## config.mk

```make
export PLATFORM = sky130hd
export DESIGN_NAME = ecq_front
export DESIGN_NICKNAME = d
export VERILOG_FILES = /design/src/sv/ecq_pkg.sv /design/src/sv/ecq_front.sv
export SDC_FILE = /design/constraint.sdc
export NUM_CORES = 1
export LEC_CHECK = 0
export BUFFER_PORTS_ARGS = -buffer_cell sky130_fd_sc_hd__buf_4
export CORE_MARGIN = 2
export CORE_UTILIZATION = 58
export CTS_BUF_LIST = sky130_fd_sc_hd__clkbuf_4
export DETAILED_ROUTE_END_ITERATION = 10
export PLACE_DENSITY_LB_ADDON = 0.3
export SLEW_MARGIN = 20
export SYNTH_ARGS = -nofsm -noshare
export SYNTH_HDL_FRONTEND = slang
export SYNTH_SLANG_ARGS = --single-unit
export TNS_END_PERCENT = 30
```

## constraint.sdc

```tcl
create_clock -name clk_i -period 13.5 [get_ports clk_i]
set_input_delay 2.7 -clock clk_i [delete_from_list [all_inputs] [get_ports clk_i]]
set_output_delay 2.7 -clock clk_i [all_outputs]
set_load 0.1 [all_outputs]
```

## src/sv/ecq_pkg.sv

```systemverilog
package ecq_pkg;

  // fixed field widths of the command and result
  localparam int ID_W       = 5;
  localparam int FUNC_W     = 2;
  localparam int LAYER_W    = 3;
  localparam int IN_COORD_W = 24;
  localparam int IN_SIZE_W  = 23;
  localparam int MATRIX_W   = 64;

  // default configuration
  localparam int MAX_ENTITIES_DEF = 32;
  localparam int NUM_LAYERS_DEF   = 8;
  localparam int COORD_BITS_DEF   = 24;

  // command function codes
  localparam logic [FUNC_W-1:0] FUNC_INSERT = 2'd0;
  localparam logic [FUNC_W-1:0] FUNC_REMOVE = 2'd1;
  localparam logic [FUNC_W-1:0] FUNC_QUERY  = 2'd2;

  // shape kinds
  localparam logic KIND_BOX    = 1'b0;
  localparam logic KIND_CIRCLE = 1'b1;

  // classified operation handed from front to back
  typedef enum logic [1:0] {
    OP_NOP,
    OP_INSERT,
    OP_REMOVE,
    OP_QUERY
  } op_e;

  typedef struct packed {
    logic [FUNC_W-1:0]            func;
    logic [ID_W-1:0]              entity_id;
    logic                         shape_kind;
    logic [LAYER_W-1:0]           layer;
    logic signed [IN_COORD_W-1:0] pos_x;
    logic signed [IN_COORD_W-1:0] pos_y;
    logic [IN_SIZE_W-1:0]         width;
    logic [IN_SIZE_W-1:0]         height;
    logic [IN_SIZE_W-1:0]         radius;
  } req_t;

  typedef struct packed {
    logic [ID_W-1:0] hit_id;
    logic            hit_valid;
    logic            last;
  } res_t;

endpackage

```

## src/sv/ecq_front.sv

```systemverilog
module ecq_front
  import ecq_pkg::*;
#(
  parameter int MAX_ENTITIES = MAX_ENTITIES_DEF,
  parameter int NUM_LAYERS   = NUM_LAYERS_DEF,
  parameter int COORD_BITS   = COORD_BITS_DEF,
  localparam int SW    = $clog2(MAX_ENTITIES),
  localparam int CW    = COORD_BITS,
  localparam int SZW   = COORD_BITS - 1,
  localparam int REC_W = 1 + LAYER_W + 2 * CW + 3 * SZW,
  localparam int ENT_W = 2 + SW + REC_W
) (
  input  logic             clk_i,
  input  logic             rst_ni,
  input  logic             start_i,
  input  req_t             req_i,
  output logic             busy_o,
  input  logic             pop_i,
  output logic             head_valid_o,
  output logic [ENT_W-1:0] head_o
);

  localparam logic signed [31:0] C_HI = (32'sd1 <<< (COORD_BITS - 1)) - 32'sd1;
  localparam logic signed [31:0] C_LO = -C_HI - 32'sd1;

  function automatic logic [CW-1:0] sat_coord(input logic signed [31:0] v);
    logic signed [31:0] t;
    if (v > C_HI) t = C_HI;
    else if (v < C_LO) t = C_LO;
    else t = v;
    return t[CW-1:0];
  endfunction

  function automatic logic [SZW-1:0] sat_size(input logic signed [31:0] v);
    logic signed [31:0] t;
    if (v > C_HI) t = C_HI;
    else t = v;
    return t[SZW-1:0];
  endfunction

  logic             accept;
  logic             in_range;
  logic [LAYER_W-1:0] layer_sat;
  op_e              op;
  logic [SW-1:0]    slot;
  logic [REC_W-1:0] rec;
  logic [ENT_W-1:0] entry;

  logic [ENT_W-1:0] q_mem [2];
  logic             wr_ptr_q, wr_ptr_d;
  logic             rd_ptr_q, rd_ptr_d;
  logic [1:0]       cnt_q, cnt_d;

  assign busy_o = (cnt_q == 2'd2);
  assign accept = start_i && !busy_o;

  // classify the request and saturate its fields
  always_comb begin
    in_range = (32'(req_i.entity_id) < MAX_ENTITIES);
    slot     = SW'(req_i.entity_id);
    if (32'(req_i.layer) >= NUM_LAYERS) layer_sat = LAYER_W'(NUM_LAYERS - 1);
    else layer_sat = req_i.layer;
    op = OP_NOP;
    if (in_range) begin
      unique case (req_i.func)
        FUNC_INSERT: op = OP_INSERT;
        FUNC_REMOVE: op = OP_REMOVE;
        FUNC_QUERY:  op = OP_QUERY;
        default:     op = OP_NOP;
      endcase
    end
    rec = {req_i.shape_kind, layer_sat,
           sat_coord(32'(req_i.pos_x)), sat_coord(32'(req_i.pos_y)),
           sat_size(32'(req_i.width)), sat_size(32'(req_i.height)),
           sat_size(32'(req_i.radius))};
    entry = {op, slot, rec};
  end

  // two-entry request queue
  always_comb begin
    wr_ptr_d = wr_ptr_q;
    rd_ptr_d = rd_ptr_q;
    cnt_d    = cnt_q;
    if (accept) wr_ptr_d = !wr_ptr_q;
    if (pop_i) rd_ptr_d = !rd_ptr_q;
    if (accept && !pop_i) cnt_d = cnt_q + 2'd1;
    else if (!accept && pop_i) cnt_d = cnt_q - 2'd1;
  end

  always_ff @(posedge clk_i or negedge rst_ni) begin
    if (!rst_ni) begin
      wr_ptr_q <= 1'b0;
      rd_ptr_q <= 1'b0;
      cnt_q    <= 2'd0;
    end else begin
      wr_ptr_q <= wr_ptr_d;
      rd_ptr_q <= rd_ptr_d;
      cnt_q    <= cnt_d;
    end
  end

  always_ff @(posedge clk_i) begin
    if (accept) begin
      q_mem[wr_ptr_q] <= entry;
    end
  end

  assign head_valid_o = (cnt_q != 2'd0);
  assign head_o       = q_mem[rd_ptr_q];

endmodule

```

==> impl_metrics.tcl <==
set metrics [dict create \
    worstSetupPathType "flop to output pin" \
    slew_headroom 0.308 \
    ctsHoldBuffers 0 \
    firstDrtPassIters 4 \
    synthesis.area_um2 9710 \
    num_rows 47 \
    drc 0 \
    r2r_end "q_mem[1][31]$_DFFE_PP_" \
    clk_pin_slew_ns 0.07 \
    grt_max_degree 79 \
    clock_sink_count 260 \
    num_vias 5055 \
    fillers 957 \
    synth_compound_area_frac 0 \
    finalMaxSlewViolations 0 \
    rsz0062_at_grt "no" \
    crit_buf_inv 2 \
    hpwl_um 12000 \
    status "finished clean" \
    hp-start "cnt_q[1]$_DFFE_PN0P_" \
    worstPathArrival_ns 3.16 \
    path_cells "buf_4 > mux2_2 > buf_4" \
    synth-seq-cells 260 \
    finalHoldViolations 0 \
    place.gp.congestion 0.812 \
    synth_mux_area_frac 0.148 \
    cts_max_level 2 \
    overflow 0 \
    fin_hold_ws_ns 0.509 \
    drive_gt1_frac 0.625 \
    fin_nets 873 \
    cts_root_buf "clkbuf_4" \
    tns_ns 0 \
    drt_wl_total_um 18400 \
    setup_viol 0 \
    r2r_slack_ns 10.87 \
    max_stage_delay_ns 0.97 \
    synthAdderAreaFrac 0.00515 \
    drv_cap 0 \
    grt.busiest_layer "met2" \
    post_synth.cell_area_avg_um2 20.6 \
    fin_cells 998 \
    post_cts_resize_count 0 \
    synth_top_family_by_area "multiplexers" \
    hold_depth 1 \
    required_ns 10.80 \
    grt_pass1_wl_um 27800 \
    synth-simple-area-share 0.00387 \
    via_per_inst 5.07 \
    min_period_ns 5.86 \
    clkLatencyLatePin_ns 0.63 \
    startpoint_type "flop" \
    cp-end-kind "output pin" \
    crit_cells 3 \
    tightest_slew_ns 1.04 \
    area_growth_pct 27.5 \
    min_period_over_period 0.434 \
    cts_buffers 60 \
    min_path_type "flop to flop" \
    reg2reg_depth 3 \
    hold_end "cnt_q[1]$_DFFE_PN0P_" \
    synth_xor_area_frac 0.00451 \
    clock_skew_ns 0.0147 \
    ios 262 \
    reg2reg_from "cnt_q[0]$_DFFE_PN0P_" \
    grt_usage 0.203 \
    use_met3 0.0940 \
    cp_slowest_cell "dfrtp_4" \
    initial_core_util 0.590 \
    grt_use_met1 0.222 \
    grt_pass1_vias 5498 \
    core-area_um2 16500 \
    placed_cells 895 \
    crit_top_cell "buf_4" \
    dieArea_um2 17800 \
    max_freq_mhz 171 \
    clockBufferDepth 3 \
    num_antenna_cells 0 \
    die_y_um 133 \
    critPathMaxFanout 67 \
    synth_cell_types 15 \
    ys_seq_area_frac 0.802 \
    post_cts_buffers 0 \
    yosys_warnings 0 \
    wire_per_inst_um 18.4 \
    cts_tree "done" \
    antenna_found_initial 0 \
    antenna_left 0 \
    die_w_um 133 \
    use_met2 0.347 \
    syn-num-nets 608 \
    numPortBuffers 261 \
    drtIter0Drc 294 \
    netlist_instances 472 \
    finish.utilization 0.752 \
    cp_top_family "buffers and inverters" \
]
==> state kept, by name, indices dropped and copies added, names as in the netlist <==
register,cells
wr_ptr_q,1
q_mem,256
cnt_q,2
rd_ptr_q,1
==> cell families (layout without fill, tap and decap cells) <==
kind of cell | count (synthesis) | in the layout
flip-flops | 260 | 260
multiplexers | 128 | 128
buffers and inverters | 67 | 373
AND/OR/NAND/NOR | 8 | 8
XOR/XNOR | 5 | 5
adder cells (fa/ha/maj) | 4 | 4
==> cells in the mapped netlist, drive strengths merged <==
library cell / n / area [µm²]
xnor2: 2 / 17.5
ha: 4 / 50.1
dfrtp: 4 / 100
and3: 1 / 6.26
inv: 5 / 18.8
xor2: 3 / 26.3
edfxtp: 256 / 7690
buf: 14 / 151
nand2b: 1 / 6.26
nand2: 1 / 3.75
mux2: 128 / 1440
nor2: 4 / 15.0
clkbuf: 48 / 180
or2: 1 / 6.26
==> worst max-delay path by stage <==
stage | from | to
2_1_floorplan | start_i | q_mem[0][0]$_DFFE_PP_
3_3_place_gp | rd_ptr_q$_DFFE_PN0P_ | head_o[16]
3_5_place_dp | rd_ptr_q$_DFFE_PN0P_ | head_o[38]
4_1_cts | rd_ptr_q$_DFFE_PN0P_ | head_o[16]
5_1_grt | rd_ptr_q$_DFFE_PN0P_ | head_o[66]
6_report | rd_ptr_q$_DFFE_PN0P_ | head_o[66]
==> per-stage QoR <==
stage          area [µm²]  setup slack (ns)
6_report            12400              7.64
3_3_place_gp        11700              8.31
2_1_floorplan        9710              4.78
4_1_cts             12400              7.52
5_1_grt             12400              7.43
3_5_place_dp        11700              8.28
==> placed cells by master, fill, tap and decap left out <==
cell	netlist	routed
xnor2_1	2	2
nand2b_1	1	1
clkbuf_4	0	89
or2_2	1	1
nor2_1	4	3
edfxtp_1	256	256
xor2_1	3	3
clkinv_1	0	14
nand2_1	1	1
nor2_4	0	1
dfrtp_1	4	3
buf_4	0	265
mux2_2	128	128
and3_4	0	1
inv_1	5	5
ha_1	4	4
dfrtp_4	0	1
==> per-layer routing <==
metal	share of wire	vias to the layer above
met5	0	-
met4	0.023	0
met3	0.10	33
met2	0.50	241
met1	0.37	2441
li1	-	2340
==> layout make-up <==
type                            count  area [µm²]  share of cell area
Timing Repair Buffer              265        1990               0.161
Tap cell                          220         275              0.0222
Clock buffer                       89         668              0.0540
Clock inverter                     14        52.6             0.00424
Multi-Input combinational cell    145        1590               0.128
Inverter                            5        18.8             0.00152
Sequential cell                   260        7790               0.629
Power is left out: the tool's default activity adds up to more than one toggle a clock period on the data nets, which glitch-free logic cannot reach.
