## config.mk

```make
export PLATFORM = sky130hd
export DESIGN_NAME = ecq_ram
export DESIGN_NICKNAME = d
export VERILOG_FILES = /design/src/sv/ecq_ram.sv
export SDC_FILE = /design/constraint.sdc
export NUM_CORES = 1
export LEC_CHECK = 0
export BUFFER_PORTS_ARGS = -buffer_cell sky130_fd_sc_hd__buf_2
export CORE_UTILIZATION = 61
export CTS_CLUSTER_SIZE = 25
export DETAILED_ROUTE_END_ITERATION = 6
export PLACE_DENSITY = 0.78
export SETUP_SLACK_MARGIN = 0.02
export SLEW_MARGIN = 20
export SYNTH_ARGS = -nofsm -noshare
export SYNTH_HDL_FRONTEND = slang
export SYNTH_SLANG_ARGS = --single-unit
```

## constraint.sdc

```tcl
create_clock -name clk_i -period 2.6 [get_ports clk_i]
set_input_delay 0.39 -clock clk_i [delete_from_list [all_inputs] [get_ports clk_i]]
set_output_delay 0.39 -clock clk_i [all_outputs]
set_load 0.02 [all_outputs]
```

## src/sv/ecq_ram.sv

```systemverilog
module ecq_ram #(
  parameter int WIDTH = 8,
  parameter int DEPTH = 32,
  localparam int AW = (DEPTH > 1) ? $clog2(DEPTH) : 1
) (
  input  logic             clk_i,
  input  logic             we_i,
  input  logic [AW-1:0]    waddr_i,
  input  logic [WIDTH-1:0] wdata_i,
  input  logic [AW-1:0]    raddr_i,
  output logic [WIDTH-1:0] rdata_o
);

  logic [WIDTH-1:0] mem [DEPTH];

  // one write port, registered read
  always_ff @(posedge clk_i) begin
    if (we_i) begin
      mem[waddr_i] <= wdata_i;
    end
    rdata_o <= mem[raddr_i];
  end

endmodule

```

==> results of run 1 <==
## cell families (layout without fill, tap and decap cells)
| kind of cell | after synthesis | in the layout | share of synthesized area |
|---|---|---|---|
| DFF | 264 | 264 | 0.781 |
| buffers and inverters | 20 | 115 | 0.0106 |
| and+or+nand+nor | 45 | 45 | 0.0207 |
| muxes | 88 | 88 | 0.188 |
## critical path, stage by stage (launching register included)
cell and delay [ns]:
edfxtp_1 0.38, mux4_2 0.54, mux4_2 0.56, mux2_2 0.29
## sequential cells by signal (all words and copies together), names as in the netlist
name,count
mem,256
rdata_o,8
## path summary, 6_finish.rpt
| kind | from | end | cells past startpoint | slack [ns] |
|---|---|---|---|---|
| worst max-delay path | mem[13][2] | rdata_o[2] | 3 | 0.73 |
| worst min-delay path | raddr_i[3] | rdata_o[5] | 2 | 0.34 |
| worst max register to register | mem[13][2] | rdata_o[2] | 3 | 0.73 |
| worst min register to register | mem[23][5] | rdata_o[5] | 3 | 0.92 |
## synth_stat cells (all sizes together)
cell    count
clkbuf      6
buf        14
or3b        3
or3         1
mux2        8
dfxtp       8
nand3b      5
edfxtp    256
nor2       33
nand2       1
mux4       80
nand3       2
## routing by layer
layer,routed length (µm),track usage,up-vias
li1,-,-,1930
met1,8660,0.406,2549
met2,10300,0.418,268
met3,1970,0.0485,22
met4,230,0.0541,0
met5,0,0,-
## final cells by class
type,instances,area share
repair buffers,69,0.0435
multi-input cells,133,0.182
clock buffers,30,0.0595
flip-flops and latches,264,0.679
clock inverters,16,0.0127
well taps,216,0.0234
## power by group through the flow
stage / clock (mW) / combinational [mW] / sequential, mW
after floorplan: 0 / 0.252 / 4.86
after global placement: 0 / 0.463 / 4.85
after detailed placement: 0 / 0.475 / 4.85
after CTS: 3.71 / 0.481 / 4.76
after global routing: 3.87 / 0.505 / 4.76
final: 3.67 / 0.478 / 4.76
## placed cells by master (no fill, tap or decap)
cell type  instances
buf_12             4
edfxtp_1         256
clkinv_1           7
nor2_1            33
buf_4             39
buf_2             26
clkbuf_16         27
clkinv_2           6
mux2_2             8
clkbuf_1           3
dfxtp_1            8
bufinv_16          3
nand3b_1           5
mux4_2            80
or3_1              1
nand2_1            1
nand3_1            2
or3b_2             3
==> results.json, run 1 <==
{
  "clk_pin_slew_ns": 0.06,
  "tns_ns": 0,
  "grt_max_degree": 35,
  "synth.top_cell.area_share": 0.765,
  "synth_warnings": 0,
  "numClockSinks": 264,
  "finalMaxSlewViolations": 0,
  "antenna_cells": 0,
  "synth_area_per_cell_um2": 24.1,
  "power_mw": 8.91,
  "vias": 4769,
  "final_util": 0.722,
  "yosysUniqueCellTypes": 15,
  "crit_type": "flop to flop",
  "required_ns": 3.01,
  "cp-end-kind": "flop",
  "postLayoutCellArea_um2": 11600,
  "seqPwrFrac": 0.535,
  "holdWs_ns": 0.341,
  "power_density_nw_per_um2": 771,
  "clkLatencyLatePin_ns": 0.52,
  "p_int_mw": 7.11,
  "swShare": 0.202,
  "rows": 46,
  "max_cap_viol_count": 0,
  "drt_iter0_drc": 512,
  "setup_ws_ns": 0.730,
  "cts_setup_buffers": 0,
  "final_nets": 514,
  "numCtsBuffers": 26,
  "multiInputGateArea_um2": 2100,
  "p_clk_frac": 0.412,
  "hold_viol": 0,
  "antenna_found_initial": 0,
  "dp_cells": 682,
  "min_period_ns": 1.87,
  "syn_inst": 417,
  "place_area_um2": 10700,
  "status": "finished clean",
  "min_period_over_period": 0.719,
  "seqCellArea_um2": 7850,
  "gp_congestion": 0.783,
  "wirelength_um": 21200,
  "netlist_area_um2": 10100,
  "design.die.area_um2": 17000,
  "drt_pass1_iterations": 7,
  "cts_tree": "yes",
  "wl_per_cell_um": 29.1,
  "holdCritPathClass": "input port to flop",
  "max_slew_margin": 0.575,
  "dp_hpwl_um": 13100,
  "fillCellCount": 928,
  "max_slew.worst_pin.slew_ns": 0.638,
  "grt_use_total": 0.267,
  "crit_fanout": 1,
  "cts-root-buf": "clkbuf_16",
  "gr-total-overflow": 0,
  "pwr-share-comb": 0.054,
  "drc": 0,
  "finClkSkew_ns": 0.0140,
  "initial_utilization": 0.628,
  "max_freq_mhz": 535,
  "ys_seq_elements": 264,
  "coreArea_um2": 16000,
  "power.leakage_nw": 3.73,
  "yosys-top-cells-area": "edfxtp_1 (76%), mux4_2 (18%), dfxtp_1 (1.6%)",
  "io_buffers": 27,
  "die_w_um": 130,
  "drive_gt1_frac": 0.383,
  "rsz0062_at_grt": "false",
  "synth_top_cell_by_area": "edfxtp_1",
  "syn-num-nets": 437,
  "grt_pass1_wl_um": 31400,
  "die_h_um": 130,
  "clock_path_buffers": 3,
  "cts_hold_buf": 0,
  "worstPathArrival_ns": 2.28,
  "cts.htree.levels": 1,
  "seq_area_frac_synth": 0.781,
  "area_delta_synth_final_pct": 14.9,
  "pin_count": 28,
  "fin_cells": 728,
  "setup_viol": 0,
  "startpoint_type": "flop",
  "dp_slack_ns": 0.222,
  "ctsResizeCount": 0,
  "switching_power_mw": 1.80,
  "viasPerCell": 6.55,
  "ant_nets": 0,
  "peakVddDrop_v": 0.000603,
  "grt_pass1_vias": 4753
}
No activity file was read; power rests on OpenSTA's default activity.
==> inputs of run 2 (changes only) <==
==> constraint.sdc (replaced) <==
create_clock -name clk_i -period 1.8 [get_ports clk_i]
set_input_delay 0.27 -clock clk_i [delete_from_list [all_inputs] [get_ports clk_i]]
set_output_delay 0.27 -clock clk_i [all_outputs]
set_load 0.02 [all_outputs]
==> results.json, run 2 (synthesis gave the netlist of run 1 again) <==
{
  "violations": "negative setup slack",
  "ant_nets": 0,
  "die_h_um": 130,
  "antenna_cells": 0,
  "max_slew.worst_pin.slew_ns": 0.643,
  "pwr-share-comb": 0.056,
  "wirelength_um": 19700,
  "numCtsBuffers": 25,
  "dp_slack_ns": -0.406,
  "worstPathArrival_ns": 2.26,
  "pin_count": 28,
  "hold_viol": 0,
  "min_period_ns": 1.86,
  "required_ns": 2.20,
  "crit_slowest_cell": "mux4_2",
  "peakVddDrop_v": 0.000635,
  "power_density_nw_per_um2": 1080,
  "dp_hpwl_um": 12200,
  "viasPerCell": 6.36,
  "grt_pass1_vias": 4650,
  "die_w_um": 130,
  "grt_max_degree": 35,
  "finClkSkew_ns": 0.00721,
  "grt_pass1_wl_um": 29200,
  "clock_path_buffers": 3,
  "cts.htree.levels": 1,
  "seqPwrFrac": 0.553,
  "coreArea_um2": 16000,
  "p_int_mw": 9.90,
  "clk_pin_slew_ns": 0.06,
  "startpoint_type": "flop",
  "slowest_delay_ns": 0.53,
  "critPathLaunch": "mem[13][4]",
  "top_regs": "mem: 256 flops, rdata_o: 8 flops",
  "top_register": "mem",
  "cts_setup_buffers": 0,
  "grt_use_met2": 0.394,
  "io_buffers": 27,
  "cpMostUsedCell": "mux4_2",
  "wl_per_cell_um": 27.1,
  "crit_type": "flop to flop",
  "r2r-start": "mem[13][4]",
  "max_slew_margin": 0.571,
  "final_nets": 512,
  "rows": 46,
  "numClockSinks": 264,
  "largest_reg_flops": 256,
  "clkLatencyLatePin_ns": 0.51,
  "holdCritPathClass": "input port to flop",
  "power.leakage_nw": 3.70,
  "use_met3": 0.0387,
  "drc": 0,
  "finalMaxSlewViolations": 0,
  "final_common_cell": "edfxtp_1",
  "final_cell_mix": "edfxtp_1 (256), mux4_2 (80), buf_4 (36)",
  "design.die.area_um2": 17000,
  "hold_path_depth": 2,
  "gr-total-overflow": 0,
  "cp-end-kind": "flop",
  "reg2regPathDepth": 3,
  "rsz0062_at_grt": "true",
  "drt_pass1_iterations": 5,
  "p_clk_frac": 0.391,
  "vias": 4614,
  "crit_fanout": 1,
  "gp_congestion": 0.788,
  "min_period_over_period": 1.03,
  "switching_power_mw": 2.52,
  "area_delta_synth_final_pct": 14.4,
  "max_cap_viol_count": 0,
  "path_cells": "mux4_2, mux4_2, mux2_4",
  "cts-root-buf": "clkbuf_16",
  "antenna_found_initial": 0,
  "fillCellCount": 926,
  "max_freq_mhz": 538,
  "use_met1": 0.371,
  "setup_viol": 5,
  "status": "complete, but fails checks",
  "tns_ns": -0.114,
  "swShare": 0.203,
  "drive_gt1_frac": 0.376,
  "cts_tree": "yes",
  "grt.busiest_layer": "met2",
  "drt_iter0_drc": 575,
  "min-delay-start": "raddr_i[3]",
  "grt_use_total": 0.248,
  "setup_ws_ns": -0.0574,
  "initial_utilization": 0.628
}
## run 2: cell count changes in the layout (fill, tap and decap cells not counted), moves of 2 or more
cell       change
mux2_4         +4
clkbuf_16      -2
buf_12         +2
mux2_2         -4
buf_4          -3
clkbuf_1       +6
bufinv_16      -2
clkinv_1       -4
## run 2: metal layers
layer	share of wire	vias up	wire [µm]
li1	-	1926	-
met1	0.42	2439	8220
met2	0.49	223	9600
met3	0.078	26	1530
met4	0.017	0	326
met5	0	-	0
## run 2: area by class of cell
cell class,instances,area [µm²],share of cell area
Timing Repair Buffer,68,520,0.0453
Sequential cell,264,7850,0.682
Clock buffer,35,673,0.0585
Clock inverter,10,75.1,0.00653
Tap cell,216,270,0.0235
Multi-Input combinational cell,133,2110,0.184
## run 2: critical path, delay by kind of cell, from the launching register on
kind	cells	cell delay (ns)
DFF	1	0.41
muxes	3	1.33
## run 2: stage by stage
stage	hold WS [ns]	utilization	instance area, µm²	total power [mW]	cells
after floorplan	0.369	-	10200	7.41	417
after global placement	0.687	0.671	10700	7.65	681
after detailed placement	0.692	0.671	10700	7.68	681
after CTS	0.186	0.719	11500	12.5	726
after global routing	0.213	0.719	11500	12.7	726
final	0.223	0.719	11500	12.4	726
## run 2: final timing paths
path	to	slack (ns)
worst max-delay path	rdata_o[4]	-0.06
worst min-delay path	rdata_o[4]	0.22
worst max register to register	rdata_o[4]	-0.06
worst min register to register	rdata_o[1]	0.90
## run 2: power by group through the flow
| stage | combinational (mW) | sequential (mW) | clock [mW] |
|---|---|---|---|
| global placement | 0.663 | 6.99 | 0 |
| CTS | 0.699 | 6.86 | 4.90 |
| global route | 0.738 | 6.87 | 5.12 |
| detailed placement | 0.686 | 6.99 | 0 |
| floorplan | 0.393 | 7.01 | 0 |
| finish | 0.699 | 6.86 | 4.85 |
## run 2: what timing repair did
item,in CTS,in global routing
setup endpoints to repair,8,8
hold buffers,0,0
resized for setup,3,1
==> inputs of run 3 (changes only) <==
--- a/config.mk
+++ b/config.mk
@@ -6,12 +6,13 @@
 export NUM_CORES = 1
 export LEC_CHECK = 0
 export BUFFER_PORTS_ARGS = -buffer_cell sky130_fd_sc_hd__buf_2
+export CORE_ASPECT_RATIO = 0.5
 export CORE_UTILIZATION = 61
 export CTS_CLUSTER_SIZE = 25
 export DETAILED_ROUTE_END_ITERATION = 6
 export PLACE_DENSITY = 0.78
 export SETUP_SLACK_MARGIN = 0.02
-export SLEW_MARGIN = 20
 export SYNTH_ARGS = -nofsm -noshare
 export SYNTH_HDL_FRONTEND = slang
 export SYNTH_SLANG_ARGS = --single-unit
+export TNS_END_PERCENT = 20
==> results.json, run 3 (synthesis gave the netlist of run 1 again) <==
{
  "status": "complete, but fails checks",
  "violations": "negative setup slack",
  "max_freq_mhz": 535,
  "drc": 0,
  "worstPathArrival_ns": 2.26,
  "grt_pass1_vias": 5096,
  "wl_met3_um": 2550,
  "top_layer": "met4",
  "gp_congestion": 0.835,
  "peakVddDrop_v": 0.000651,
  "required_ns": 2.19,
  "grt_use_total": 0.283,
  "wirelength_um": 22600,
  "crit_type": "flop to flop",
  "cts_hold_buf": 0,
  "die_h_um": 92.8,
  "final_nets": 509,
  "coreArea_um2": 15700,
  "vias": 4838,
  "io_buffers": 27,
  "postLayoutCellArea_um2": 11600,
  "path_cells": "mux4_2, mux4_2, mux2_2",
  "final_cell_mix": "edfxtp_1 (256), mux4_2 (80), buf_4 (34)",
  "holdCritPathClass": "input port to flop",
  "ant_nets": 0,
  "min_period_over_period": 1.04,
  "top_register": "mem",
  "grt_max_degree": 35,
  "wl_met1_um": 8850,
  "power.leakage_nw": 3.75,
  "drive_gt1_frac": 0.382,
  "swShare": 0.196,
  "wl_met2_um": 10700,
  "numClockSinks": 264,
  "pin_count": 28,
  "numCtsBuffers": 22,
  "max_slew.worst_pin.slew_ns": 0.635,
  "p_int_mw": 10.3,
  "startpoint_type": "flop",
  "cts.htree.levels": 1,
  "fillCellCount": 814,
  "switching_power_mw": 2.53,
  "initial_utilization": 0.639,
  "power_mw": 12.9,
  "wl_per_cell_um": 31.1,
  "cpMostUsedCell": "mux4_2",
  "finClkSkew_ns": 0.0105,
  "cts_tree": "yes",
  "crit_slowest_cell": "mux4_2",
  "place_area_um2": 10800,
  "finalMaxSlewViolations": 0,
  "pwr-share-comb": 0.056,
  "max_cap_viol_count": 0,
  "grt_pass1_wl_um": 33400,
  "max_slew_margin": 0.577,
  "drt_pass1_iterations": 5,
  "seqPwrFrac": 0.533,
  "drt_iter0_drc": 638,
  "crit_fanout": 1,
  "clock_path_buffers": 3,
  "die_w_um": 184,
  "hold_viol": 0,
  "top_regs": "mem: 256 flops, rdata_o: 8 flops",
  "power_density_nw_per_um2": 1110,
  "design.die.area_um2": 17000,
  "final_common_cell": "edfxtp_1",
  "largest_reg_flops": 256,
  "gr-total-overflow": 0,
  "min_period_ns": 1.87,
  "clk_pin_slew_ns": 0.07,
  "p_clk_frac": 0.411,
  "rows": 32,
  "clkLatencyLatePin_ns": 0.50,
  "setup_viol": 6,
  "antenna_found_initial": 1,
  "cts-root-buf": "clkbuf_16",
  "slowest_delay_ns": 0.55,
  "setup_ws_ns": -0.0697,
  "final_util": 0.737,
  "area_delta_synth_final_pct": 15.4,
  "viasPerCell": 6.65,
  "cp-end-kind": "flop",
  "dp_hpwl_um": 13000,
  "rsz0062_at_grt": "true"
}
==> run 3: cell types whose count changed in the layout (fill, tap and decap cells not counted), sizes merged <==
cell,previous run,this run
bufinv,1,6
clkbuf,35,26
clkinv,8,7
clkinvlp,0,1
diode,0,1
inv,1,0
==> run 3: timing repair <==
| item | CTS | global route |
|---|---|---|
| gates cloned | 0 | 0 |
| setup endpoints to repair | 7 | 8 |
| buffers inserted | 0 | 0 |
| gates resized for setup | 1 | 5 |
==> run 3: power by group through the flow <==
stage | Clock, mW | Sequential, mW | Combinational [mW]
floorplan | 0 | 7.01 | 0.393
global placement | 0 | 6.99 | 0.663
detailed placement | 0 | 7.00 | 0.688
CTS | 5.34 | 6.86 | 0.711
global route | 5.57 | 6.87 | 0.760
finish | 5.29 | 6.86 | 0.724
==> run 3: worst paths after layout <==
| kind | start | endpoint | slack (ns) | cells after the start |
|---|---|---|---|---|
| worst max-delay path | mem[21][4] | rdata_o[4] | -0.07 | 3 |
| worst max register to register | mem[21][4] | rdata_o[4] | -0.07 | 3 |
| worst min register to register | mem[4][0] | rdata_o[0] | 0.92 | 3 |
| worst min-delay path | raddr_i[3] | rdata_o[5] | 0.25 | 2 |
==> run 3: per-stage QoR <==
step | setup slack [ns] | hold WS, ns | cells | TNS (ns)
2_1_floorplan | -0.0671 | 0.369 | 417 | -0.536
6_report | -0.0697 | 0.252 | 727 | -0.270
3_3_place_gp | -0.416 | 0.702 | 686 | -2.96
3_5_place_dp | -0.429 | 0.692 | 686 | -3.01
5_1_grt | -0.0766 | 0.241 | 727 | -0.408
4_1_cts | -0.0640 | 0.222 | 726 | -0.289
==> run 3: cell type report <==
cell class	instances	area, µm²	share of cell area
Tap cell	221	277	0.0238
Multi-Input combinational cell	133	2120	0.183
Sequential cell	264	7850	0.677
Antenna cell	1	2.50	0.000216
Clock buffer	26	587	0.0506
Clock inverter	14	219	0.0189
Timing Repair Buffer	68	546	0.0470
==> run 3: critical path: cells and delay by family (launching register included) <==
kind / cells / cell delay, ns
DFF: 1 / 0.39
muxes: 3 / 1.36
==> run 3: per-layer routing <==
layer | up-vias | GRT usage
met2 | 325 | 0.437
met3 | 42 | 0.0641
met1 | 2551 | 0.417
met5 | - | 0
li1 | 1920 | -
met4 | 0 | 0.0757
